==> src/hdl/bos_pkg.sv <==
// package for the box overlap suppression block: sizes, types and states
`default_nettype none
package bos_pkg;
  localparam int MaxBoxes  = 64;
  localparam int CoordBits = 12;
  localparam int SizeBits  = CoordBits + 1;
  localparam int IdxBits   = $clog2(MaxBoxes);
  localparam int CntBits   = IdxBits + 1;
  localparam int AreaBits  = 2 * SizeBits;
  localparam int EdgeBits  = CoordBits + 2;
  localparam int RatioBits = 10;
  localparam int BoxBits   = 2 * CoordBits + 2 * SizeBits;
  localparam int AddrBits  = 1;
  localparam logic [AddrBits-1:0] RegSuppressRatio = 1'b0;

  typedef struct packed {
    logic [CoordBits-1:0] x;
    logic [CoordBits-1:0] y;
    logic [SizeBits-1:0]  w;
    logic [SizeBits-1:0]  h;
  } box_t;

  typedef enum logic [3:0] {
    ST_LOAD, ST_SCAN_RD, ST_SCAN, ST_PICK_RD, ST_EMIT, ST_SUP_RD, ST_SUP_OV,
    ST_SUP_MUL, ST_SUP_CMP, ST_DONE
  } state_t;
endpackage
`default_nettype wire

==> src/hdl/bos_ram.sv <==
// generic single port ram with registered read
`default_nettype none
module bos_ram #(
  parameter int Width = 8,
  parameter int Depth = 16
) (
  input  wire logic                     clk,
  input  wire logic                     we,
  input  wire logic [$clog2(Depth)-1:0] addr,
  input  wire logic [Width-1:0]         wdata,
  output logic      [Width-1:0]         rdata
);
  logic [Width-1:0] mem [Depth];
  always_ff @(posedge clk) begin
    if (we) begin
      mem[addr] <= wdata;
    end
    rdata <= mem[addr];
  end
endmodule
`default_nettype wire

==> src/hdl/box_overlap_suppression.sv <==
// box overlap suppression top level: load, sequencer and shared multiplier
//
//  channel  | handshake            | payload
//  input    | in_valid / in_stall  | box_x box_y box_width box_height set_empty set_last
//  output   | out_valid / out_stall| kept_x kept_y kept_width kept_height capacity_overflow final_kept
//  config   | apb psel/penable     | suppress_ratio at address 0
//
// boxes load one per cycle; after the closing item in_stall stays high while
// the sequencer runs rounds: a scan (scan_rd, scan per stored box) for the smallest
// area, a pick read and an emit step, then a suppression pass (sup_rd, sup_ov,
// sup_mul, sup_cmp per stored box) through one shared multiplier.
// a held output stalls the sequencer at the emit and done steps; each kept box
// leaves at the next emit or done step. rst clears the state, counts, flags,
// alive bits and ratio; the box data registers are not reset.
`default_nettype none
module box_overlap_suppression (
  input  wire logic                           clk,
  input  wire logic                           rst,
  input  wire logic                           in_valid,
  output logic                                in_stall,
  input  wire logic [bos_pkg::CoordBits-1:0]  box_x,
  input  wire logic [bos_pkg::CoordBits-1:0]  box_y,
  input  wire logic [bos_pkg::SizeBits-1:0]   box_width,
  input  wire logic [bos_pkg::SizeBits-1:0]   box_height,
  input  wire logic                           set_empty,
  input  wire logic                           set_last,
  output logic                                out_valid,
  input  wire logic                           out_stall,
  output logic      [bos_pkg::CoordBits-1:0]  kept_x,
  output logic      [bos_pkg::CoordBits-1:0]  kept_y,
  output logic      [bos_pkg::SizeBits-1:0]   kept_width,
  output logic      [bos_pkg::SizeBits-1:0]   kept_height,
  output logic                                capacity_overflow,
  output logic                                final_kept,
  input  wire logic                           psel,
  input  wire logic                           penable,
  input  wire logic                           pwrite,
  input  wire logic [bos_pkg::AddrBits+1:0]   paddr,
  input  wire logic [31:0]                    pwdata,
  output logic      [31:0]                    prdata,
  output logic                                pready
);
  localparam int N = bos_pkg::MaxBoxes;
  localparam int IB = bos_pkg::IdxBits;
  localparam int CB = bos_pkg::CntBits;
  localparam int AB = bos_pkg::AreaBits;
  localparam int EB = bos_pkg::EdgeBits;
  localparam int MB = 2 * AB;

  bos_pkg::state_t state, state_next;
  logic [bos_pkg::RatioBits-1:0] suppress_ratio;
  logic [CB-1:0] loaded_count;
  logic          overflow_seen;
  logic [N-1:0]  alive;
  logic [IB-1:0] idx;
  logic [IB-1:0] pick;
  logic          found;
  logic [AB-1:0] best;
  logic [CB-1:0] emitted;
  bos_pkg::box_t pbox, rbox, wbox;
  logic [IB-1:0] raddr;
  logic          we;
  logic [AB-1:0] parea;
  logic [EB-1:0] ow, oh;
  logic [AB-1:0] ov, amin;
  logic [AB-1:0] mul_a, mul_b;
  logic [MB-1:0] mul_p;
  logic          accept, closing, last_idx;
  logic          out_free, out_load;

  assign pready = 1'b1;
  assign prdata = {{(32 - bos_pkg::RatioBits){1'b0}}, suppress_ratio};

  always_ff @(posedge clk) begin
    if (rst) begin
      suppress_ratio <= bos_pkg::RatioBits'(128);
    end else if (psel && penable && pwrite &&
                 paddr[bos_pkg::AddrBits+1:2] == bos_pkg::RegSuppressRatio) begin
      suppress_ratio <= pwdata[bos_pkg::RatioBits-1:0];
    end
  end

  assign accept   = in_valid && !in_stall;
  assign closing  = accept && (set_empty || set_last);
  assign in_stall = (state != bos_pkg::ST_LOAD);
  assign last_idx = ({1'b0, idx} == loaded_count - CB'(1));
  assign out_free = !out_valid || !out_stall;
  assign out_load = ((state == bos_pkg::ST_EMIT) || (state == bos_pkg::ST_DONE)) &&
                    out_free && (emitted != '0);

  assign wbox = '{x: box_x, y: box_y, w: box_width, h: box_height};
  assign we   = accept && !set_empty && (loaded_count < CB'(N));
  always_comb begin
    unique case (state) inside
      bos_pkg::ST_LOAD:                     raddr = loaded_count[IB-1:0];
      bos_pkg::ST_PICK_RD, bos_pkg::ST_EMIT: raddr = pick;
      default:                              raddr = idx;
    endcase
  end

  bos_ram #(.Width(bos_pkg::BoxBits), .Depth(N)) u_store (
    .clk(clk), .we(we), .addr(raddr), .wdata(wbox), .rdata(rbox)
  );

  // shared multiplier: box area, overlap, or threshold times min area
  always_comb begin
    mul_a = AB'(rbox.w);
    mul_b = AB'(rbox.h);
    if (state == bos_pkg::ST_SUP_OV) begin
      mul_a = AB'(ow);
      mul_b = AB'(oh);
    end else if (state == bos_pkg::ST_SUP_CMP) begin
      mul_a = AB'(suppress_ratio);
      mul_b = amin;
    end
  end
  assign mul_p = MB'(mul_a) * MB'(mul_b);

  // inclusive edge overlap spans
  function automatic logic [EB-1:0] span(input logic [bos_pkg::CoordBits-1:0] a0,
                                         input logic [bos_pkg::SizeBits-1:0] al,
                                         input logic [bos_pkg::CoordBits-1:0] b0,
                                         input logic [bos_pkg::SizeBits-1:0] bl);
    logic [EB-1:0] lo, ea, eb, hi;
    lo = (a0 > b0) ? EB'(a0) : EB'(b0);
    ea = EB'(a0) + EB'(al);
    eb = EB'(b0) + EB'(bl);
    hi = (ea < eb) ? ea : eb;
    return (hi + EB'(1) > lo) ? (hi + EB'(1) - lo) : '0;
  endfunction

  always_comb begin
    state_next = state;
    unique case (state)
      bos_pkg::ST_LOAD:
        if (closing) state_next = bos_pkg::ST_SCAN_RD;
      bos_pkg::ST_SCAN_RD: state_next = bos_pkg::ST_SCAN;
      bos_pkg::ST_SCAN:
        if (last_idx || loaded_count == '0)
          state_next = bos_pkg::ST_PICK_RD;
        else state_next = bos_pkg::ST_SCAN_RD;
      bos_pkg::ST_PICK_RD:
        state_next = found ? bos_pkg::ST_EMIT : bos_pkg::ST_DONE;
      bos_pkg::ST_EMIT:
        if (out_free) state_next = bos_pkg::ST_SUP_RD;
      bos_pkg::ST_SUP_RD: state_next = bos_pkg::ST_SUP_OV;
      bos_pkg::ST_SUP_OV: state_next = bos_pkg::ST_SUP_MUL;
      bos_pkg::ST_SUP_MUL: state_next = bos_pkg::ST_SUP_CMP;
      bos_pkg::ST_SUP_CMP:
        state_next = last_idx ? bos_pkg::ST_SCAN_RD : bos_pkg::ST_SUP_RD;
      bos_pkg::ST_DONE:
        if (out_free) state_next = bos_pkg::ST_LOAD;
      default: state_next = bos_pkg::ST_LOAD;
    endcase
  end

  always_ff @(posedge clk) begin
    if (rst) begin
      state <= bos_pkg::ST_LOAD;
    end else begin
      state <= state_next;
    end
  end

  always_ff @(posedge clk) begin
    if (rst) begin
      loaded_count  <= '0;
      overflow_seen <= 1'b0;
      alive         <= '0;
      idx           <= '0;
      found         <= 1'b0;
      out_valid     <= 1'b0;
      emitted       <= '0;
    end else begin
      unique case (state)
        bos_pkg::ST_LOAD: begin
          if (we) begin
            alive[loaded_count[IB-1:0]] <= 1'b1;
            loaded_count <= loaded_count + CB'(1);
          end else if (accept && !set_empty) begin
            overflow_seen <= 1'b1;
          end
          idx   <= '0;
          found <= 1'b0;
          emitted <= '0;
        end
        bos_pkg::ST_SCAN: begin
          if (loaded_count != '0 && alive[idx] && (!found || mul_p[AB-1:0] < best)) begin
            found <= 1'b1;
            best  <= mul_p[AB-1:0];
            pick  <= idx;
          end
          idx <= last_idx ? '0 : idx + IB'(1);
        end
        bos_pkg::ST_EMIT: begin
          if (out_free) begin
            alive[pick] <= 1'b0;
            parea <= best;
            emitted <= emitted + CB'(1);
            idx <= '0;
          end
        end
        bos_pkg::ST_SUP_OV: begin
          ov <= mul_p[AB-1:0];
        end
        bos_pkg::ST_SUP_MUL: begin
          amin <= (mul_p[AB-1:0] < parea) ? mul_p[AB-1:0] : parea;
        end
        bos_pkg::ST_SUP_CMP: begin
          if (alive[idx] && ({{(MB - AB - 8){1'b0}}, ov, 8'b0} > mul_p))
            alive[idx] <= 1'b0;
          idx <= last_idx ? '0 : idx + IB'(1);
          found <= 1'b0;
        end
        bos_pkg::ST_DONE: begin
          if (out_free) begin
            loaded_count  <= '0;
            overflow_seen <= 1'b0;
            alive         <= '0;
          end
        end
        default: ;
      endcase
      // the previous pick leaves when the next one is emitted or the set is done
      if (out_load) begin
        out_valid <= 1'b1;
        final_kept <= (state == bos_pkg::ST_DONE);
        kept_x <= pbox.x; kept_y <= pbox.y;
        kept_width <= pbox.w; kept_height <= pbox.h;
        capacity_overflow <= overflow_seen;
      end else if (out_valid && !out_stall) begin
        out_valid <= 1'b0;
      end
    end
  end

  // picked box held for the suppression pass
  always_ff @(posedge clk) begin
    if (state == bos_pkg::ST_EMIT && out_free) begin
      pbox <= rbox;
    end
  end

  always_comb begin
    ow = span(pbox.x, pbox.w, rbox.x, rbox.w);
    oh = span(pbox.y, pbox.h, rbox.y, rbox.h);
  end
endmodule
`default_nettype wire

==> config.mk <==
export PLATFORM = sky130hd
export DESIGN_NAME = box_overlap_suppression
export DESIGN_NICKNAME = d
export VERILOG_FILES = /design/src/hdl/bos_pkg.sv /design/src/hdl/bos_ram.sv /design/src/hdl/box_overlap_suppression.sv
export SDC_FILE = /design/constraint.sdc
export NUM_CORES = 2
export LEC_CHECK = 0
export BUFFER_PORTS_ARGS = -buffer_cell sky130_fd_sc_hd__buf_4
export CORE_UTILIZATION = 39
export DETAILED_ROUTE_END_ITERATION = 8
export MAX_ROUTING_LAYER = met4
export PLACE_DENSITY = 0.53
export SETUP_SLACK_MARGIN = 0.1
export SYNTH_ARGS = -nofsm -noshare
export SYNTH_HDL_FRONTEND = slang
export SYNTH_HIERARCHICAL = 1
export SYNTH_SLANG_ARGS = --single-unit
==> constraint.sdc <==
create_clock -name clk -period 17.3 [get_ports clk]
set_input_delay 2.595 -clock clk [delete_from_list [all_inputs] [get_ports clk]]
set_output_delay 2.595 -clock clk [all_outputs]
set_load 0.05 [all_outputs]
# ---- Yosys cells after proc, flatten, opt, wreduce, memory -nomap -nowiden
# Memories as Yosys holds them, arrays and structs flattened. A register that Yosys moved wholly into a read port is not among the register bits.
# Index checks and enable logic that the tools add are counted.
dict set report word_totals {
  mem_bits_rw 3200
  register_bits 313
  inputBits 94
  word_cells 182
  output_inout_bits 87
  mem_count 1
}
# name depth word_bits read_ports rd_clocked_by_memory_dff wr line_no
set memory_table {}
lappend memory_table {u_store.mem 64 50 1 1 1 bos_ram.sv:13} ;# logic [Width-1:0] mem [Depth];
dict set report classes {
  n_bitwise 7
  mux 50
  reduce_logical 53
  magnitude_cmp 16
  n_mul 1
  addsub 12
  eq_ne 18
}
# cell count
set op_table {}
lappend op_table {{64-bit two-way mux} 4}
lappend op_table {{64-bit one-hot mux with 4 select lines} 1}
lappend op_table {{64-bit AND} 2}
lappend op_table {{64-bit inverter} 2}
lappend op_table {{26-bit two-way mux} 3}
lappend op_table {{14-bit two-way mux} 5}
lappend op_table {{64-bit bitwise OR} 1}
lappend op_table {{12-bit by 13-bit adder with 14-bit output} 4}
lappend op_table {{34-bit by 52-bit greater-than comparator with 1-bit output} 1}
lappend op_table {{26-bit < comparator} 2}
lappend op_table {{26-bit by 26-bit multiplier with 52-bit output} 1}
lappend op_table {{4-bit one-hot mux with 10 select lines} 1}
lappend op_table {{14-bit by 1-bit adder with 14-bit output (second input constant)} 2}
lappend op_table {{14-bit by 12-bit greater-than comparator with 1-bit output} 2}
lappend op_table {{14-bit < comparator} 2}
lappend op_table {{7-bit one-hot mux with 2 select lines} 2}
lappend op_table {{14-bit by 12-bit subtractor with 14-bit output} 2}
lappend op_table {{12-bit greater-than comparator} 2}
lappend op_table {{12-bit two-way mux} 2}
lappend op_table {{6-bit by 7-bit < comparator with 1-bit output (second input constant)} 3}
lappend op_table {{7-bit two-way mux} 3}
lappend op_table {{1-bit demux with 6-bit select} 3}
lappend op_table {{6-bit by 1-bit >= comparator with 1-bit output (second input constant)} 3}
lappend op_table {{6-bit one-hot mux with 3 select lines} 1}
lappend op_table {{35 further kinds} 103}

# ---- Longest topological paths before layout
dict set report logic_depth {
  word_depth 13
  depth_mapped 73
  depth_no_buf 70
}

# ---- Hierarchy
# Netlist, hierarchy kept.
# mod seq_area_each_um2 cells_per_inst area_per_inst_um2 n_inst
set modules_own_cells {}
lappend modules_own_cells {bos_ram 97093.1 6764 122271.0 1}
lappend modules_own_cells {box_overlap_suppression 8388.0 3568 33394.5 1}

# ---- Worst setup path before layout
# No wires, ideal clock.
dict set report synth_path {
  kind {reg2reg}
  start {register u_store.rdata[13] (read register of u_store.mem)}
  end {register best[0] (enable)}
  arrival_ns 14.582
  t_required_ns 16.860
  stages_incl_launch_ff 64
  setup_slack_ns 2.278
  period_less_slack_ns 15.022
  setup_time_ns 0.440
  path_buffers 3
  path_cell_list {dfxtp_1 -> ha_1 -> fa_1 -> a21o_1 -> a22oi_1 -> nor2_1 -> a2111oi_1 -> inv_1 -> ha_1 -> nand3_1 -> nor3_1 -> o21ai_0 -> a21oi_1 -> clkbuf_1 -> buf_1 -> mux2_2 -> ha_1 -> nand2_1 -> [28 not listed] -> inv_1 -> ha_1 -> a211o_1 -> o22ai_1 -> o21ai_0 -> xor2_1 -> ha_1 -> a21o_1 -> a21o_1 -> a21o_1 -> a21o_1 -> a21oi_1 -> nor2b_1 -> o21ai_0 -> nand2_1 -> a211oi_1 -> o21ai_0 -> a41oi_1}
}
dict set report synth_via {
  elab_chain_len 12
  elab_cells_between_ends 14
  classes_between {3 x add/sub; 1 x mul; 3 x order compare; 4 x mux; 3 x reduce/logical}
}
# element line_no
set synth_rtl {}
lappend synth_rtl {{start: declaration} bos_ram.sv:11} ;# output logic [Width-1:0] rdata
lappend synth_rtl {{12-bit by 13-bit adder with 14-bit output} box_overlap_suppression.sv:127} ;# eb = EB'(b0) + EB'(bl);
lappend synth_rtl {{14-bit < comparator} box_overlap_suppression.sv:128} ;# hi = (ea < eb) ? ea : eb;
lappend synth_rtl {{14-bit two-way mux} box_overlap_suppression.sv:128}
lappend synth_rtl {{14-bit by 1-bit adder with 14-bit output} box_overlap_suppression.sv:129} ;# return (hi + EB'(1) > lo) ? (hi + EB'(1) - lo) : '0;
lappend synth_rtl {{14-bit by 12-bit subtractor with 14-bit output / 14-bit by 12-bit greater-than comparator with 1-bit output (equally long branches)} box_overlap_suppression.sv:129}
lappend synth_rtl {{14-bit two-way mux} box_overlap_suppression.sv:129}
lappend synth_rtl {{14-bit two-way mux *} box_overlap_suppression.sv:109} ;# if (state == bos_pkg::ST_SUP_OV) begin
lappend synth_rtl {{26-bit by 26-bit multiplier with 52-bit output *} box_overlap_suppression.sv:117} ;# assign mul_p = MB'(mul_a) * MB'(mul_b);
lappend synth_rtl {{net mul_p[12]} box_overlap_suppression.sv:67} ;# logic [MB-1:0] mul_p;
lappend synth_rtl {{26-bit < comparator *} box_overlap_suppression.sv:188} ;# if (loaded_count != '0 && alive[idx] && (!found || mul_p[AB-1:0] < best)) begin
lappend synth_rtl {{1-bit logical OR *} box_overlap_suppression.sv:188}
lappend synth_rtl {{1-bit logical AND *} box_overlap_suppression.sv:188}
lappend synth_rtl {{3-bit AND reduction (no line) *} --}
lappend synth_rtl {{end signal: assignment} box_overlap_suppression.sv:190} ;# best <= mul_p[AB-1:0];
lappend synth_rtl {{end: declaration} box_overlap_suppression.sv:58} ;# logic [AB-1:0] best;
# The timed path passes the listed nets; every way through them passes the cells marked *.
# A chain may end at the register's enable or synchronous reset.

# ---- Worst setup path in the final report
dict set report layout_path {
  start {register u_store.rdata[0] (read register of u_store.mem)}
  end {register alive[33]}
}
dict set report layout_via {
  elab_chain_len 12
  elab_cells_between_ends 14
  classes_between {3 x add/sub; 1 x mul; 3 x order compare; 1 x eq/ne; 4 x mux; 2 x reduce/logical}
}
# element line_no
set layout_rtl {}
lappend layout_rtl {{12-bit by 13-bit adder with 14-bit output} box_overlap_suppression.sv:127}
lappend layout_rtl {{14-bit < comparator} box_overlap_suppression.sv:128}
lappend layout_rtl {{14-bit two-way mux} box_overlap_suppression.sv:128}
lappend layout_rtl {{14-bit by 1-bit adder with 14-bit output} box_overlap_suppression.sv:129}
lappend layout_rtl {{14-bit by 12-bit subtractor with 14-bit output / 14-bit by 12-bit greater-than comparator with 1-bit output (equally long branches)} box_overlap_suppression.sv:129}
lappend layout_rtl {{14-bit two-way mux} box_overlap_suppression.sv:129}
lappend layout_rtl {{26-bit two-way mux *} box_overlap_suppression.sv:109}
lappend layout_rtl {{26-bit by 26-bit multiplier with 52-bit output *} box_overlap_suppression.sv:117}
lappend layout_rtl {{34-bit by 52-bit greater-than comparator with 1-bit output *} box_overlap_suppression.sv:210} ;# if (alive[idx] && ({{(MB - AB - 8){1'b0}}, ov, 8'b0} > mul_p))
lappend layout_rtl {{1-bit logical AND *} box_overlap_suppression.sv:210}
lappend layout_rtl {{2-bit by 1-bit != test with 1-bit output (no line) *} --}
lappend layout_rtl {{5-bit AND reduction (no line) *} --}
lappend layout_rtl {{end signal: indexed assignment} box_overlap_suppression.sv:197} ;# alive[pick] <= 1'b0;
lappend layout_rtl {{end signal: indexed assignment} box_overlap_suppression.sv:211} ;# alive[idx] <= 1'b0;
lappend layout_rtl {{end signal: assignment} box_overlap_suppression.sv:219} ;# alive <= '0;
lappend layout_rtl {{end: declaration} box_overlap_suppression.sv:54} ;# logic [N-1:0] alive;
# Mark *: on every way between the ends. The rest lies on a longest branch, timed or not.

==> flow_summary.yaml <==
worst_hold_path:
  hold_path_startpoint: "best[11]$_DFFE_PP_"
  hold_end: "parea[11]$_DFFE_PP_"
  holdPathStages: 0
  hold_path_class: "flip-flop to flip-flop"
routing:
  drtIter0Drc: 10745
  wire_per_inst_um: 31.3
  vias: 97093
  antenna_left: 0
  drtPass1Iterations: 7
  vias_per_cell: 6.01
  drc: 0
  routed_wl_um: 505000
worst_setup_path:
  rr_startpoint: "u_store/rdata[0]$_DFF_P_"
  crit_buf_inv: 11
  worst_ep_arrival_time_ns: 16.86
  r2r_slack_ns: 1.16
  cp.required_ns: 18.02
  cp_common_cell: "inv_1"
  rr_worst_depth: 71
  crit_type: "flip-flop to flip-flop"
  crit_family: "adder cells"
  crit_path_max_incr_delay_ns: 0.53
  critPathCaptureType: "flip-flop"
  worst-path-max-fanout: 17
  worstSetupStartpointType: "flip-flop"
  path_depth: 71
  reg2reg_to: "alive[33]$_SDFFE_PP0P_"
  crit_slowest_cell: "fa_1"
synth:
  synth-main-ff-cell: "edfxtp_1"
  ys_types: 103
  synth_area_leaders: "edfxtp_1 (66%), fa_1 (3.8%), a221oi_1 (3.4%)"
  ys_seq_area_frac: 0.678
  synth-edff-count: 3412
  yosys.area.top_type_share: 0.658
  syn_inst: 10332
  syn_avg_cell_area_sq_um: 15.1
  synth_async_sr_flop_share: 0
  synth_warnings: 6
  syn_area_sq_mm: 0.156
  ys_ff_latch: 3563
  synth_top_cell_by_area: "edfxtp_1"
global_route:
  grt_use_total: 0.253
  grt_pass1_vias: 95590
  antenna_found_initial: 40
  grt_pass1_wl_um: 712000
  grt_max_degree: 114
  grt.overflow.total: 0
sta:
  fin_crit_sh: 0.933
  relSlewSlack: 0.0565
  tns_ns: 0
  slew_violations: 0
  fin_crit_ns: 16.14
  finalClockSkew_ns: 0.0939
  max_freq_ghz: 0.0620
  rsz0062_at_grt: "no"
  setup_viol: 0
  worst_pin_slew_ns: 1.40
  finalHoldViolCount: 0
floorplanning:
  rows: 231
  die_height_um: 634
  dieArea_sq_mm: 0.402
  design.core.area_sq_mm: 0.397
  start_util: 0.393
  die_w_um: 634
  io_pins: 181
clock_tree:
  cts_made_buffers: 380
  cts_tree: "done"
  cts_root_buffer: "clkbuf_16"
  worstSkewPairLatency_ns: 0.99
  clock_path_buffers: 4
  numClockSinks: 3563
  cts.reportedPaths.clkPinSlew_ns: 0.06
  cts_hold_buf: 0
  cts-htree-levels: 5
outcome:
  status: "finished, final reports clean"
place:
  io_buffer_count: 133
  hpwlAfterDp_um: 298000
  gp_congestion: 0.858
flow_run:
  cap_violations: 0
final_layout:
  area_growth_pct: 13.1
  drive_above_1_share: 0.134
  nNetsFinal: 11249
## per-layer routing
metal,vias up,global-route usage,share of wire
li1,41078,-,-
met1,50937,0.339,0.42
met2,4262,0.408,0.48
met3,816,0.0343,0.074
met4,0,0.0677,0.029
met5,-,-,0
## final cells by class
cell class	count	area, sq um
fillers	35051	221000
flip-flops and latches	3563	105000
multi-input cells	5750	46600
clock buffers	455	9960
well taps	5242	6560
repair buffers	418	3360
clock inverters	246	2270
inverters	434	1670
diodes	35	87.6
## through the flow
step	hold slack, ns	utilization	instances	area, sq um	setup slack (ns)
global route	0.458	0.444	16132	176000	0.145
detailed placement	0.427	0.413	15407	164000	0.908
floorplan	0.406	-	10402	156000	2.28
global placement	0.415	0.413	15407	164000	0.939
finish	0.452	0.444	16143	176000	1.16
CTS	0.448	0.444	16108	176000	0.860
## what timing repair did
item	4_1_cts	5_1_grt
resized for setup	0	6
setup endpoints to repair	0	63
setup buffers	0	0
## flip-flops by register name, summed over array words and instances (netlist names), 4 cells and up
name            flops
state               4
idx                 6
u_store/rdata      50
kept_y             12
alive              64
suppress_ratio     10
best               26
emitted             7
kept_width         13
kept_x             12
loaded_count        7
u_store/mem      3200
pbox               50
pick                6
parea              26
amin               26
kept_height        13
ov                 26
## cell families (layout without fill, tap and decap cells)
group / count (synthesis) / count (layout) / synth area share
AOI/OAI and AO/OA: 2545 / 2545 / 0.118
xor gates and xnor gates: 120 / 120 / 0.00675
adders and majority gates: 608 / 608 / 0.0630
buffers and inverters: 1089 / 1553 / 0.0297
DFF: 3563 / 3563 / 0.678
muxes: 562 / 562 / 0.0490
other: 2 / 107 / 0.0000482
and+or+nand+nor: 1843 / 1843 / 0.0555
## layout by cell type, fill, tap and decap left out, types with 72 or more instances in the layout
| cell type | instances |
|---|---|
| o22ai_1 | 79 |
| a221oi_1 | 601 |
| fa_1 | 292 |
| inv_1 | 423 |
| conb_1 | 72 |
| mux2_2 | 93 |
| nor2_1 | 695 |
| a21oi_1 | 484 |
| clkbuf_16 | 385 |
| edfxtp_1 | 3412 |
| nand4_1 | 97 |
| o21ai_0 | 365 |
| mux4_2 | 150 |
| mux2i_1 | 318 |
| a22oi_1 | 341 |
| nand3_1 | 100 |
| dfxtp_1 | 151 |
| a21o_1 | 78 |
| clkinv_1 | 111 |
| ha_1 | 316 |
| nand2_1 | 440 |
| nor2_4 | 72 |
| buf_4 | 400 |
## how the worst max path moves through the flow
stage                                  end                       from
floorplan                best[0]$_DFFE_PP_  u_store/rdata[13]$_DFF_P_
global placement    alive[39]$_SDFFE_PP0P_  u_store/rdata[13]$_DFF_P_
detailed placement  alive[49]$_SDFFE_PP0P_  u_store/rdata[13]$_DFF_P_
CTS                 alive[39]$_SDFFE_PP0P_  u_store/rdata[13]$_DFF_P_
global route        alive[39]$_SDFFE_PP0P_   u_store/rdata[0]$_DFF_P_
finish              alive[33]$_SDFFE_PP0P_   u_store/rdata[0]$_DFF_P_
## cells in the mapped netlist (all sizes together) (16+ instances only)
cell,n
nor2b,37
nand3b,16
fa,292
nand2,442
a221oi,606
nand3,101
a211o,47
and3,44
or3,18
o2bb2ai,42
a21o,78
buf,299
a211oi,116
o22ai,81
nand4b,24
o21ai,380
xnor2,59
nor3b,16
ha,316
mux4,150
and2,48
a221o,26
a21oi,490
and4,29
clkbuf,356
a22oi,341
nor3,57
nor2,770
nand4,97
edfxtp,3412
o21a,30
xor2,61
dfxtp,151
mux2,94
o221ai,52
o211ai,24
o22a,31
a31oi,44
nor4,32
inv,431
or3b,26
nand2b,45
a22o,56
mux2i,318
Power is left out: the tool's default activity adds up to more than one toggle a clock period on the data nets, which glitch-free logic cannot reach.
